`config.mk`:
```
export PLATFORM = sky130hd
export DESIGN_NAME = rgb_horizontal_box_average_top
export DESIGN_NICKNAME = d
export VERILOG_FILES = /design/src/design/rhba_pkg.sv /design/src/design/rhba_front.sv /design/src/design/rhba_fifo.sv /design/src/design/rhba_divider.sv /design/src/design/rgb_horizontal_box_average_top.sv
export SDC_FILE = /design/constraint.sdc
export NUM_CORES = 1
export LEC_CHECK = 0
export BUFFER_PORTS_ARGS = -buffer_cell sky130_fd_sc_hd__buf_2
export CAP_MARGIN = 40
export CORE_UTILIZATION = 59
export CTS_BUF_LIST = sky130_fd_sc_hd__clkbuf_8
export DETAILED_ROUTE_END_ITERATION = 6
export MAX_ROUTING_LAYER = met4
export PLACE_DENSITY = 0.79
export SYNTH_ARGS = -nofsm -noshare
export SYNTH_HDL_FRONTEND = slang
export SYNTH_SLANG_ARGS = --single-unit
export TNS_END_PERCENT = 5
```
`constraint.sdc`:
```
create_clock -name clk -period 5.72 [get_ports clk]
set_input_delay 0.858 -clock clk [delete_from_list [all_inputs] [get_ports clk]]
set_output_delay 0.858 -clock clk [all_outputs]
set_load 0.05 [all_outputs]
```
`src/design/rhba_pkg.sv`:
```
`timescale 1ns / 1ps
// Shared types, constants and helpers for the RGB horizontal box average block.
// No dependencies.
package rhba_pkg;

	localparam int MAX_GROUP = 4096;
	localparam int CFG_W     = 13;
	localparam int PIX_W     = 8;
	localparam int LEN_W     = $clog2(MAX_GROUP + 1);
	localparam int CNT_W     = $clog2(MAX_GROUP);
	localparam int SUM_W     = $clog2(MAX_GROUP * 255 + 1);
	localparam int DV_W      = LEN_W + PIX_W;
	localparam int STEP_W    = $clog2(PIX_W);
	localparam int QDEPTH    = 2;
	localparam int QPTR_W    = (QDEPTH > 1) ? $clog2(QDEPTH) : 1;
	localparam int QCNT_W    = $clog2(QDEPTH + 1);

	typedef logic [CFG_W-1:0] cfg_t;
	typedef logic [LEN_W-1:0] len_t;
	typedef logic [SUM_W-1:0] sum_t;
	typedef logic [PIX_W-1:0] pix_t;

	typedef struct packed {
		sum_t sum_red;
		sum_t sum_green;
		sum_t sum_blue;
		len_t len;
	} grp_t;

	typedef enum logic [1:0] {
		BK_IDLE,
		BK_RUN,
		BK_HOLD
	} back_state_t;

	function automatic len_t eff_len(input cfg_t v);
		len_t r;
		if (v == '0) begin
			r = len_t'(1);
		end else if (int'(v) > MAX_GROUP) begin
			r = len_t'(MAX_GROUP);
		end else begin
			r = len_t'(v);
		end
		return r;
	endfunction

endpackage

```
`src/design/rhba_front.sv`:
```
`timescale 1ns / 1ps
// Front end: group length register, pixel accumulation and group completion.
// Depends on rhba_pkg.
module rhba_front (
	input  logic            clk,
	input  logic            arst_n,
	input  logic            cfg_we,
	input  rhba_pkg::cfg_t  cfg_data,
	input  logic            in_valid,
	output logic            in_ready,
	input  rhba_pkg::pix_t  red,
	input  rhba_pkg::pix_t  green,
	input  rhba_pkg::pix_t  blue,
	input  logic            q_full,
	output logic            q_push,
	output rhba_pkg::grp_t  q_data
);

	rhba_pkg::cfg_t              group_length_q;
	rhba_pkg::sum_t              sum_red_q;
	rhba_pkg::sum_t              sum_green_q;
	rhba_pkg::sum_t              sum_blue_q;
	logic [rhba_pkg::CNT_W-1:0]  cnt_q;
	rhba_pkg::len_t              len;
	rhba_pkg::len_t              cnt_next;
	rhba_pkg::sum_t              sr_next;
	rhba_pkg::sum_t              sg_next;
	rhba_pkg::sum_t              sb_next;
	logic                        done;
	logic                        fire;

	always_comb begin
		len      = rhba_pkg::eff_len(group_length_q);
		cnt_next = rhba_pkg::LEN_W'(cnt_q) + rhba_pkg::LEN_W'(1);
		done     = (cnt_next >= len);
		sr_next  = sum_red_q + rhba_pkg::SUM_W'(red);
		sg_next  = sum_green_q + rhba_pkg::SUM_W'(green);
		sb_next  = sum_blue_q + rhba_pkg::SUM_W'(blue);
		in_ready = !q_full || !done;
		fire     = in_valid && in_ready;
		q_push   = fire && done;
		q_data.sum_red   = sr_next;
		q_data.sum_green = sg_next;
		q_data.sum_blue  = sb_next;
		q_data.len       = len;
	end

	always_ff @(posedge clk or negedge arst_n) begin
		if (!arst_n) begin
			group_length_q <= rhba_pkg::cfg_t'(1);
		end else if (cfg_we) begin
			group_length_q <= cfg_data;
		end
	end

	// accumulate; clear on group completion
	always_ff @(posedge clk or negedge arst_n) begin
		if (!arst_n) begin
			sum_red_q   <= '0;
			sum_green_q <= '0;
			sum_blue_q  <= '0;
			cnt_q       <= '0;
		end else if (fire) begin
			if (done) begin
				sum_red_q   <= '0;
				sum_green_q <= '0;
				sum_blue_q  <= '0;
				cnt_q       <= '0;
			end else begin
				sum_red_q   <= sr_next;
				sum_green_q <= sg_next;
				sum_blue_q  <= sb_next;
				cnt_q       <= cnt_next[rhba_pkg::CNT_W-1:0];
			end
		end
	end

endmodule

```
`src/design/rhba_fifo.sv`:
```
`timescale 1ns / 1ps
// Short queue of completed groups between front end and divider.
// Depends on rhba_pkg.
module rhba_fifo (
	input  logic            clk,
	input  logic            arst_n,
	input  logic            push,
	input  rhba_pkg::grp_t  push_data,
	input  logic            pop,
	output rhba_pkg::grp_t  head,
	output logic            full,
	output logic            empty
);

	rhba_pkg::grp_t               mem [rhba_pkg::QDEPTH];
	logic [rhba_pkg::QPTR_W-1:0]  wr_ptr_q;
	logic [rhba_pkg::QPTR_W-1:0]  rd_ptr_q;
	logic [rhba_pkg::QCNT_W-1:0]  cnt_q;
	logic                         do_push;
	logic                         do_pop;

	always_comb begin
		full    = (cnt_q == rhba_pkg::QCNT_W'(rhba_pkg::QDEPTH));
		empty   = (cnt_q == '0);
		do_push = push && !full;
		do_pop  = pop && !empty;
		head    = mem[rd_ptr_q];
	end

	always_ff @(posedge clk) begin
		if (do_push) begin
			mem[wr_ptr_q] <= push_data;
		end
	end

	always_ff @(posedge clk or negedge arst_n) begin
		if (!arst_n) begin
			wr_ptr_q <= '0;
			rd_ptr_q <= '0;
			cnt_q    <= '0;
		end else begin
			if (do_push) begin
				wr_ptr_q <= (wr_ptr_q == rhba_pkg::QPTR_W'(rhba_pkg::QDEPTH - 1)) ?
					'0 : wr_ptr_q + rhba_pkg::QPTR_W'(1);
			end
			if (do_pop) begin
				rd_ptr_q <= (rd_ptr_q == rhba_pkg::QPTR_W'(rhba_pkg::QDEPTH - 1)) ?
					'0 : rd_ptr_q + rhba_pkg::QPTR_W'(1);
			end
			if (do_push && !do_pop) begin
				cnt_q <= cnt_q + rhba_pkg::QCNT_W'(1);
			end else if (do_pop && !do_push) begin
				cnt_q <= cnt_q - rhba_pkg::QCNT_W'(1);
			end
		end
	end

endmodule

```
`src/design/rhba_divider.sv`:
```
`timescale 1ns / 1ps
// Back end: bit-serial division of the three channel sums by the group length,
// saturation to the pixel range, and the output register. Depends on rhba_pkg.
module rhba_divider (
	input  logic            clk,
	input  logic            arst_n,
	input  rhba_pkg::grp_t  head,
	input  logic            q_empty,
	output logic            q_pop,
	output logic            out_valid,
	input  logic            out_ready,
	output rhba_pkg::pix_t  avg_red,
	output rhba_pkg::pix_t  avg_green,
	output rhba_pkg::pix_t  avg_blue
);

	rhba_pkg::back_state_t         state_q;
	rhba_pkg::back_state_t         state_d;
	logic [rhba_pkg::DV_W-1:0]     rem_r_q;
	logic [rhba_pkg::DV_W-1:0]     rem_g_q;
	logic [rhba_pkg::DV_W-1:0]     rem_b_q;
	logic [rhba_pkg::DV_W-1:0]     dv_q;
	rhba_pkg::pix_t                quo_r_q;
	rhba_pkg::pix_t                quo_g_q;
	rhba_pkg::pix_t                quo_b_q;
	logic [2:0]                    sat_q;
	logic [rhba_pkg::STEP_W-1:0]   step_q;
	logic                          out_valid_q;
	rhba_pkg::pix_t                avg_r_q;
	rhba_pkg::pix_t                avg_g_q;
	rhba_pkg::pix_t                avg_b_q;
	logic [rhba_pkg::DV_W-1:0]     sr_w;
	logic [rhba_pkg::DV_W-1:0]     sg_w;
	logic [rhba_pkg::DV_W-1:0]     sb_w;
	logic [rhba_pkg::DV_W-1:0]     top_dv;
	logic                          ge_r;
	logic                          ge_g;
	logic                          ge_b;
	logic                          step_last;
	logic                          out_free;
	logic                          load_out;

	always_comb begin
		sr_w      = rhba_pkg::DV_W'(head.sum_red);
		sg_w      = rhba_pkg::DV_W'(head.sum_green);
		sb_w      = rhba_pkg::DV_W'(head.sum_blue);
		top_dv    = rhba_pkg::DV_W'(head.len) << rhba_pkg::PIX_W;
		ge_r      = (rem_r_q >= dv_q);
		ge_g      = (rem_g_q >= dv_q);
		ge_b      = (rem_b_q >= dv_q);
		step_last = (step_q == '0);
		out_free  = !out_valid_q || out_ready;
	end

	always_comb begin
		state_d = state_q;
		unique case (state_q)
			rhba_pkg::BK_IDLE: begin
				if (!q_empty) begin
					state_d = rhba_pkg::BK_RUN;
				end
			end
			rhba_pkg::BK_RUN: begin
				if (step_last) begin
					state_d = rhba_pkg::BK_HOLD;
				end
			end
			rhba_pkg::BK_HOLD: begin
				if (out_free) begin
					state_d = rhba_pkg::BK_IDLE;
				end
			end
			default: begin
				state_d = rhba_pkg::BK_IDLE;
			end
		endcase
	end

	always_comb begin
		q_pop    = 1'b0;
		load_out = 1'b0;
		unique case (state_q)
			rhba_pkg::BK_IDLE: begin
				q_pop = !q_empty;
			end
			rhba_pkg::BK_RUN: begin
			end
			rhba_pkg::BK_HOLD: begin
				load_out = out_free;
			end
			default: begin
			end
		endcase
	end

	always_ff @(posedge clk or negedge arst_n) begin
		if (!arst_n) begin
			state_q <= rhba_pkg::BK_IDLE;
		end else begin
			state_q <= state_d;
		end
	end

	// restoring division, one quotient bit per cycle for all three channels
	always_ff @(posedge clk) begin
		if (q_pop) begin
			rem_r_q <= sr_w;
			rem_g_q <= sg_w;
			rem_b_q <= sb_w;
			dv_q    <= top_dv >> 1;
			quo_r_q <= '0;
			quo_g_q <= '0;
			quo_b_q <= '0;
			sat_q   <= {sr_w >= top_dv, sg_w >= top_dv, sb_w >= top_dv};
			step_q  <= rhba_pkg::STEP_W'(rhba_pkg::PIX_W - 1);
		end else if (state_q == rhba_pkg::BK_RUN) begin
			if (ge_r) begin
				rem_r_q <= rem_r_q - dv_q;
			end
			if (ge_g) begin
				rem_g_q <= rem_g_q - dv_q;
			end
			if (ge_b) begin
				rem_b_q <= rem_b_q - dv_q;
			end
			quo_r_q <= {quo_r_q[rhba_pkg::PIX_W-2:0], ge_r};
			quo_g_q <= {quo_g_q[rhba_pkg::PIX_W-2:0], ge_g};
			quo_b_q <= {quo_b_q[rhba_pkg::PIX_W-2:0], ge_b};
			dv_q    <= dv_q >> 1;
			step_q  <= step_q - rhba_pkg::STEP_W'(1);
		end
	end

	always_ff @(posedge clk or negedge arst_n) begin
		if (!arst_n) begin
			out_valid_q <= 1'b0;
		end else if (load_out) begin
			out_valid_q <= 1'b1;
		end else if (out_ready) begin
			out_valid_q <= 1'b0;
		end
	end

	always_ff @(posedge clk) begin
		if (load_out) begin
			avg_r_q <= quo_r_q | {rhba_pkg::PIX_W{sat_q[2]}};
			avg_g_q <= quo_g_q | {rhba_pkg::PIX_W{sat_q[1]}};
			avg_b_q <= quo_b_q | {rhba_pkg::PIX_W{sat_q[0]}};
		end
	end

	assign out_valid = out_valid_q;
	assign avg_red   = avg_r_q;
	assign avg_green = avg_g_q;
	assign avg_blue  = avg_b_q;

endmodule

```
`src/design/rgb_horizontal_box_average_top.sv`:
```
`timescale 1ns / 1ps
// Top level of the RGB horizontal box average block.
// Depends on rhba_pkg, rhba_front, rhba_fifo and rhba_divider.

// Averages each run of group_length adjacent pixels into one RGB result,
// each channel truncated toward zero and capped at 255. Pixels are taken one
// per clock while the two-entry group queue has room; a completed group is
// then divided in the back end, which loads it, runs eight restoring-division
// steps and hands the result over to the output register before it takes the
// next group. Long groups sustain one pixel per clock while the output is not
// stalled; short groups are limited by the divider. A length of 0 acts as
// 1, larger than 4096 acts as 4096; a length change does not clear a partial
// group. Write cfg_data with cfg_we only while the block is idle.
module rgb_horizontal_box_average_top (
	input  logic            clk,
	input  logic            arst_n,
	input  logic            cfg_we,
	input  rhba_pkg::cfg_t  cfg_data,
	input  logic            in_valid,
	output logic            in_ready,
	input  rhba_pkg::pix_t  red,
	input  rhba_pkg::pix_t  green,
	input  rhba_pkg::pix_t  blue,
	output logic            out_valid,
	input  logic            out_ready,
	output rhba_pkg::pix_t  avg_red,
	output rhba_pkg::pix_t  avg_green,
	output rhba_pkg::pix_t  avg_blue
);

	rhba_pkg::grp_t  push_data;
	rhba_pkg::grp_t  head;
	logic            push;
	logic            pop;
	logic            full;
	logic            empty;

	rhba_front u_front (
		.clk      (clk),
		.arst_n   (arst_n),
		.cfg_we   (cfg_we),
		.cfg_data (cfg_data),
		.in_valid (in_valid),
		.in_ready (in_ready),
		.red      (red),
		.green    (green),
		.blue     (blue),
		.q_full   (full),
		.q_push   (push),
		.q_data   (push_data)
	);

	rhba_fifo u_fifo (
		.clk       (clk),
		.arst_n    (arst_n),
		.push      (push),
		.push_data (push_data),
		.pop       (pop),
		.head      (head),
		.full      (full),
		.empty     (empty)
	);

	rhba_divider u_divider (
		.clk       (clk),
		.arst_n    (arst_n),
		.head      (head),
		.q_empty   (empty),
		.q_pop     (pop),
		.out_valid (out_valid),
		.out_ready (out_ready),
		.avg_red   (avg_red),
		.avg_green (avg_green),
		.avg_blue  (avg_blue)
	);

endmodule

```
==> summary.md, run 1 <==
| Metric | Value |
|---|---|
| Actual slew at the worst max-slew pin | 0.906 ns |
| Post-Syn Instances | 1,877 |
| Final setup vio count | 0 |
| Detailed Route Iter0 Violations | 1,257 |
| CTS Root Cell | clkbuf_8 |
| Leakage | 9.05 nW |
| Row count | 67 |
| Crit Path Category | flip-flop to output port |
| P per Cell Area | 615 mW/mm2 |
| CTS Buf Count | 59 |
| Synth-to-layout area growth | 10.2% |
| # DRC | 0 |
| Top post-synthesis cells by area | edfxtp_1, dfrtp_1, ha_1 |
| Setup_tns | 0 ns |
| Number of flops mapped to enable cells by yosys | 246 |
| Commonest non-fill, non-tap cell in the layout | edfxtp_1 |
| Slew Viols, Final | 0 |
| Die area | 0.0350 mm2 |
| Placed cell count | 2,341 |
| Die X | 187 um |
| Diode count | 0 |
| Peak supply drop | 0.317 mV |
| Detailed-route via count | 14,800 |
| CP required | 4.86 ns |
| Nature of the critical path startpoint | flip-flop |
| Post-route insts no fill | 2,453 |
| CP top delay family | simple AND/OR/NAND/NOR gates |
| Placed Instance Area | 0.0211 mm2 |
| Max Cap Viol | 0 |
| Drt total wl | 45,600 um |
| Avg WL per Cell | 18.6 um |
| Most frequent cells in the layout | edfxtp_1, nand2_1, o21ai_0 |
| RSZ-0062 raised after global routing | no |
| Final hold vios | 0 |
| Synth area leader | edfxtp_1 |
| Vias in the first global route | 14,200 |
| Clk buf depth | 3 |
| Layout cells sized above 1 | 0.134 |
| Post-synth top area share | 0.365 |
| Hold buffers post-CTS | 0 |
| Sequential fraction of the synthesis area | 0.516 |
| Synth Cell Area | 0.0202 mm2 |
| FFs w/ async S/R, synth | 0.245 |
| Dpl hpwl | 32,800 um |
| Die height | 187 um |
| FILL cells | 2,471 |
| Synth Flop Type | edfxtp_1 |
| Post-CTS Setup Inserts | 0 |
| Period utilisation layout | 0.864 |
| Slew HR | 0.394 |
| Fmax | 0.202 GHz |
| Final Net Count | 2,139 |
| Initial antenna violation count | 0 |
| Detailed Routing Iterations Pass 1 | 6 |
| Yosys warns | 0 |
| Slowest-stage cell, CP | dfrtp_1 |
| Yosys cell types | 72 |
| Antenna-violating nets left | 0 |
| Mean Syn Cell Area | 10.8 um2 |
| Crit path DAT | 4.08 ns |
| Crit-path cells | ha_1 -> nand3_1 -> nor2_1 -> and3_1 -> and3_1 -> xor2_1 -> ha_1 -> a21o_1 -> a211oi_1 -> o211ai_1 -> a41oi_2 -> nor2_1 -> nand2_1 -> buf_2 |
| Global route total overflow | 0 |
| Clock latency on the worst-skew pair | 0.64 ns |
| H-tree Lvls | 2 |
| CTS sink cnt | 375 |
| Post-synthesis register bit count | 375 |
| Buffers on Ports | 67 |
| Status | finished, final reports clean |
| Max incr delay on CP | 0.43 ns |
| First-pass GRT wire length | 72,800 um |
| Initial Util | 0.602 |
| Critical path buffer and inverter count | 1 |
| Gpl congestion | 1.02 |
| Cell area after layout | 0.0223 mm2 |
| Crit path time final | 4.94 ns |
| Clk slew on worst S/H paths | 0.07 ns |
| Vias per inst | 6.01 |
| Worst-path maximum fanout | 6 |
| Crit path capture type | output port |
| Post-Syn Nets | 2,062 |
| GRT Total Usage | 0.269 |
| Post-CTS sizing | 0 |
| CTS tree | yes |
| Largest net degree at the start of global routing | 68 |
| Top-level port count | 68 |
| Clock skew | 0.0220 ns |
| Worst min-delay path class | input port to async pin |
| Core box area | 0.0336 mm2 |
-- worst paths after layout --
path                                                        start                           endpoint  slack [ns]  cells past startpoint
worst max-delay path                 u_front.cnt_q[0]$_DFFE_PN0P_                           in_ready        0.78                     14
worst min-delay path                                       arst_n      u_front.cnt_q[10]$_DFFE_PN0P_        0.13                      1
worst max register to register       u_front.cnt_q[0]$_DFFE_PN0P_  u_front.sum_blue_q[8]$_DFFE_PN0P_        1.37                     16
worst min register to register  u_divider.quo_g_q[7]$_SDFFE_PP0P_  u_divider.quo_g_q[7]$_SDFFE_PP0P_        0.45                      2
max in group asynchronous                                  arst_n   u_front.sum_red_q[0]$_DFFE_PN0P_        4.39                      2
min in group clk                u_divider.quo_g_q[7]$_SDFFE_PP0P_  u_divider.quo_g_q[7]$_SDFFE_PP0P_        0.45                      2
-- cells in the mapped netlist (all sizes together), types with 18 or more instances --
cell	count
nor3	19
ha	137
dfrtp	91
mux2i	35
xor2	41
a21o	29
a21oi	127
mux2	47
nand2	200
a22o	30
nor2b	33
o21ai	155
nand2b	19
buf	28
nand3	37
clkbuf	45
xnor2	76
or2	27
nor2	123
dfxtp	37
inv	81
nand4	18
edfxtp	246
and3	18
a211oi	19
-- flip-flops by register name, indices dropped and copies added (netlist names) --
| name | count |
|---|---|
| u_divider.quo_r_q | 8 |
| u_divider.rem_r_q | 21 |
| u_front.sum_blue_q | 20 |
| u_divider.sat_q | 3 |
| u_fifo.rd_ptr_q | 1 |
| u_fifo.mem | 146 |
| u_front.group_length_q | 13 |
| u_divider.state_q | 2 |
| u_front.cnt_q | 12 |
| u_divider.quo_b_q | 8 |
| u_divider.avg_red | 8 |
| u_divider.rem_b_q | 21 |
| u_front.sum_red_q | 20 |
| u_divider.dv_q | 20 |
| u_front.sum_green_q | 20 |
| u_fifo.cnt_q | 2 |
| u_divider.avg_blue | 8 |
| u_fifo.wr_ptr_q | 1 |
| u_divider.out_valid | 1 |
| u_divider.rem_g_q | 21 |
| u_divider.step_q | 3 |
| u_divider.avg_green | 8 |
| u_divider.quo_g_q | 8 |
-- cells by family after synthesis --
group                    synth area share
buffers and inverters              0.0309
multiplexers                       0.0435
AND/OR/NAND/NOR                     0.122
flip-flops                          0.516
XOR/XNOR                           0.0506
adder cells (fa/ha/maj)            0.0907
AO/OA/AOI/OAI                       0.147
-- stage by stage --
step / hold WS [ns] / power (W) / setup slack [ns] / util
after global placement: 0.440 / 0.0110 / 1.40 / 0.624
after floorplan: 0.432 / 0.00965 / 0.850 / -
final: 0.133 / 0.0137 / 0.780 / 0.663
after detailed placement: 0.444 / 0.0114 / 1.36 / 0.629
after CTS: 0.116 / 0.0136 / 0.738 / 0.663
after global routing: 0.134 / 0.0147 / 0.477 / 0.663
-- routing by layer --
metal | global-route usage | vias to the layer above | wire length [um] | part of all wire
met1 | 0.363 | 7148 | 20500 | 0.45
li1 | - | 7013 | - | -
met5 | - | - | 0 | 0
met4 | 0.0858 | 0 | 1230 | 0.027
met2 | 0.419 | 498 | 21200 | 0.46
met3 | 0.0396 | 92 | 2640 | 0.058
-- report_power, final --
group | internal, W | switching [W] | total, W
Sequential | 0.00404 | 0.000401 | 0.00444
Combinational | 0.00283 | 0.00425 | 0.00708
Clock | 0.00112 | 0.00106 | 0.00218
-- final cells by class --
cell class | count | area, um2 | area share
flip-flops and latches | 375 | 10400 | 0.468
multi-input cells | 1348 | 9220 | 0.414
clock buffers | 70 | 963 | 0.0432
repair buffers | 89 | 611 | 0.0274
well taps | 448 | 561 | 0.0251
inverters | 81 | 304 | 0.0136
clock inverters | 42 | 193 | 0.00864
No activity file was read; power rests on OpenSTA's default activity.
==> run 2: changes to the inputs <==
--- a/config.mk
+++ b/config.mk
@@ -6,7 +6,7 @@
 export NUM_CORES = 1
 export LEC_CHECK = 0
 export BUFFER_PORTS_ARGS = -buffer_cell sky130_fd_sc_hd__buf_2
-export CAP_MARGIN = 40
+export CORE_ASPECT_RATIO = 1.2
 export CORE_UTILIZATION = 59
 export CTS_BUF_LIST = sky130_fd_sc_hd__clkbuf_8
 export DETAILED_ROUTE_END_ITERATION = 6
==> summary.md, run 2 (synthesized netlist as in run 1, its figures left out) <==
| Metric | Value |
|---|---|
| Worst hold slack | 0.227 ns |
| Peak supply drop | 0.315 mV |
| Reg-to-reg slack, setup | 1.02 ns |
| Antenna-violating nets left | 0 |
| Post-CTS Setup Inserts | 0 |
| CTS Root Cell | clkbuf_8 |
| Layout Utilization | 0.666 |
| Layout cells sized above 1 | 0.137 |
| CP Launch Point | u_front.cnt_q[0]$_DFFE_PN0P_ |
| Vias in the first global route | 14,300 |
| Crit path capture type | output port |
| RSZ-0062 raised after global routing | no |
| CTS sink cnt | 375 |
| Avg WL per Cell | 18.7 um |
| Crit path time final | 4.93 ns |
| Period utilisation layout | 0.862 |
| Reg2Reg Capture Point | u_fifo.mem[1][48]$_DFFE_PP_ |
| Post-CTS sizing | 0 |
| Gpl congestion | 0.982 |
| Diode count | 0 |
| Drt total wl | 45,700 um |
| Hold buffers post-CTS | 0 |
| Row count | 73 |
| Slew Viols, Final | 0 |
| Actual slew at the worst max-slew pin | 1.06 ns |
| Initial Util | 0.605 |
| CTS Buf Count | 58 |
| CTS tree | yes |
| Placed Instance Area | 0.0210 mm2 |
| CP required | 4.86 ns |
| H-tree Lvls | 2 |
| Detailed Routing Iterations Pass 1 | 7 |
| GRT Total Usage | 0.275 |
| Detailed-route via count | 14,500 |
| Cell area after layout | 0.0223 mm2 |
| Crit Path Category | flip-flop to output port |
| Commonest non-fill, non-tap cell in the layout | edfxtp_1 |
| Biggest register | u_fifo.mem |
| Most frequent cells in the layout | edfxtp_1, nand2_1, o21ai_0 |
| Dpl hpwl | 32,700 um |
| Worst min-delay path class | input port to async pin |
| Status | finished, final reports clean |
| P per Cell Area | 625 mW/mm2 |
| Final setup vio count | 0 |
| Synth-to-layout area growth | 10.1% |
| Buffers on Ports | 67 |
| Final hold vios | 0 |
| Worst R2R Start | u_front.cnt_q[0]$_DFFE_PN0P_ |
| Detailed Route Iter0 Violations | 1,234 |
| Clk slew on worst S/H paths | 0.07 ns |
| Setup_tns | 0 ns |
| Slew HR | 0.292 |
| Die X | 171 um |
| Largest net degree at the start of global routing | 74 |
| Max Cap Viol | 0 |
| Nature of the critical path startpoint | flip-flop |
| Die area | 0.0350 mm2 |
| Crit path DAT | 4.07 ns |
| Vias per inst | 5.93 |
| Core box area | 0.0334 mm2 |
| Leakage | 9.00 nW |
| Placed cell count | 2,337 |
| # DRC | 0 |
| Clock latency on the worst-skew pair | 0.63 ns |
| Clock skew | 0.0133 ns |
| Clk buf depth | 3 |
| FF-to-FF path depth | 15 |
| Global route total overflow | 0 |
| Post-route insts no fill | 2,447 |
| Initial antenna violation count | 0 |
| FILL cells | 2,523 |
| Die height | 205 um |
| Top-level port count | 68 |
| Max reg flops | 146 |
| Worst-path maximum fanout | 6 |
| First-pass GRT wire length | 72,800 um |
| Fmax | 0.203 GHz |
| Final Net Count | 2,132 |
-- run 2: changes by cell type in the layout (fill, tap and decap cells not counted), moves of 2 or more --
cell | before | now
clkinv_2 | 12 | 14
inv_1 | 102 | 90
buf_16 | 4 | 0
clkinvlp_4 | 0 | 3
buf_8 | 2 | 0
bufinv_16 | 0 | 5
-- run 2: report_power, final --
part           internal (W)  switching, W  total, W
registers           0.00404      0.000379   0.00442
logic               0.00275       0.00429   0.00704
clock network       0.00135       0.00110   0.00245
total               0.00815       0.00577    0.0139
-- run 2: routing by layer --
metal / global-route usage / wire, um / part of all wire
met2: 0.452 / 22500 / 0.49
met5: - / 0 / 0
met4: 0.111 / 1540 / 0.034
met1: 0.345 / 19600 / 0.43
met3: 0.0348 / 2110 / 0.046
-- run 2: critical path: stages, from the launching register on --
cell and delay [ns]:
dfrtp_1 0.44, ha_1 0.26, nand3_1 0.13, nor2_1 0.26, and3_1 0.27, and3_1 0.21, xor2_1 0.20, ha_1 0.28
a21o_1 0.16, a211oi_1 0.29, o211ai_1 0.16, a41oi_2 0.27, nor2_1 0.16, nand2_1 0.10, buf_2 0.26
-- run 2: area by class of cell --
class / count / area [um2] / share of cell area
well taps: 450 / 563 / 0.0253
repair buffers: 83 / 458 / 0.0206
flip-flops and latches: 375 / 10400 / 0.468
clock buffers: 70 / 963 / 0.0432
multi-input cells: 1348 / 9220 / 0.414
inverters: 81 / 304 / 0.0136
clock inverters: 40 / 330 / 0.0148
-- run 2: worst max path at each step --
stage	endpoint	slack, ns
after floorplan	u_fifo.mem[0][0]$_DFFE_PP_	0.85
after global placement	u_fifo.mem[1][3]$_DFFE_PP_	1.02
after detailed placement	u_fifo.mem[1][3]$_DFFE_PP_	0.99
after CTS	in_ready	0.73
after global routing	in_ready	0.39
final	in_ready	0.79
-- run 2: metrics by stage --
| stage | worst slack, ns | total power [W] |
|---|---|---|
| floorplan | 0.850 | 0.00965 |
| global placement | 1.02 | 0.0111 |
| detailed placement | 0.994 | 0.0113 |
| CTS | 0.733 | 0.0139 |
| global route | 0.393 | 0.0148 |
| finish | 0.791 | 0.0139 |
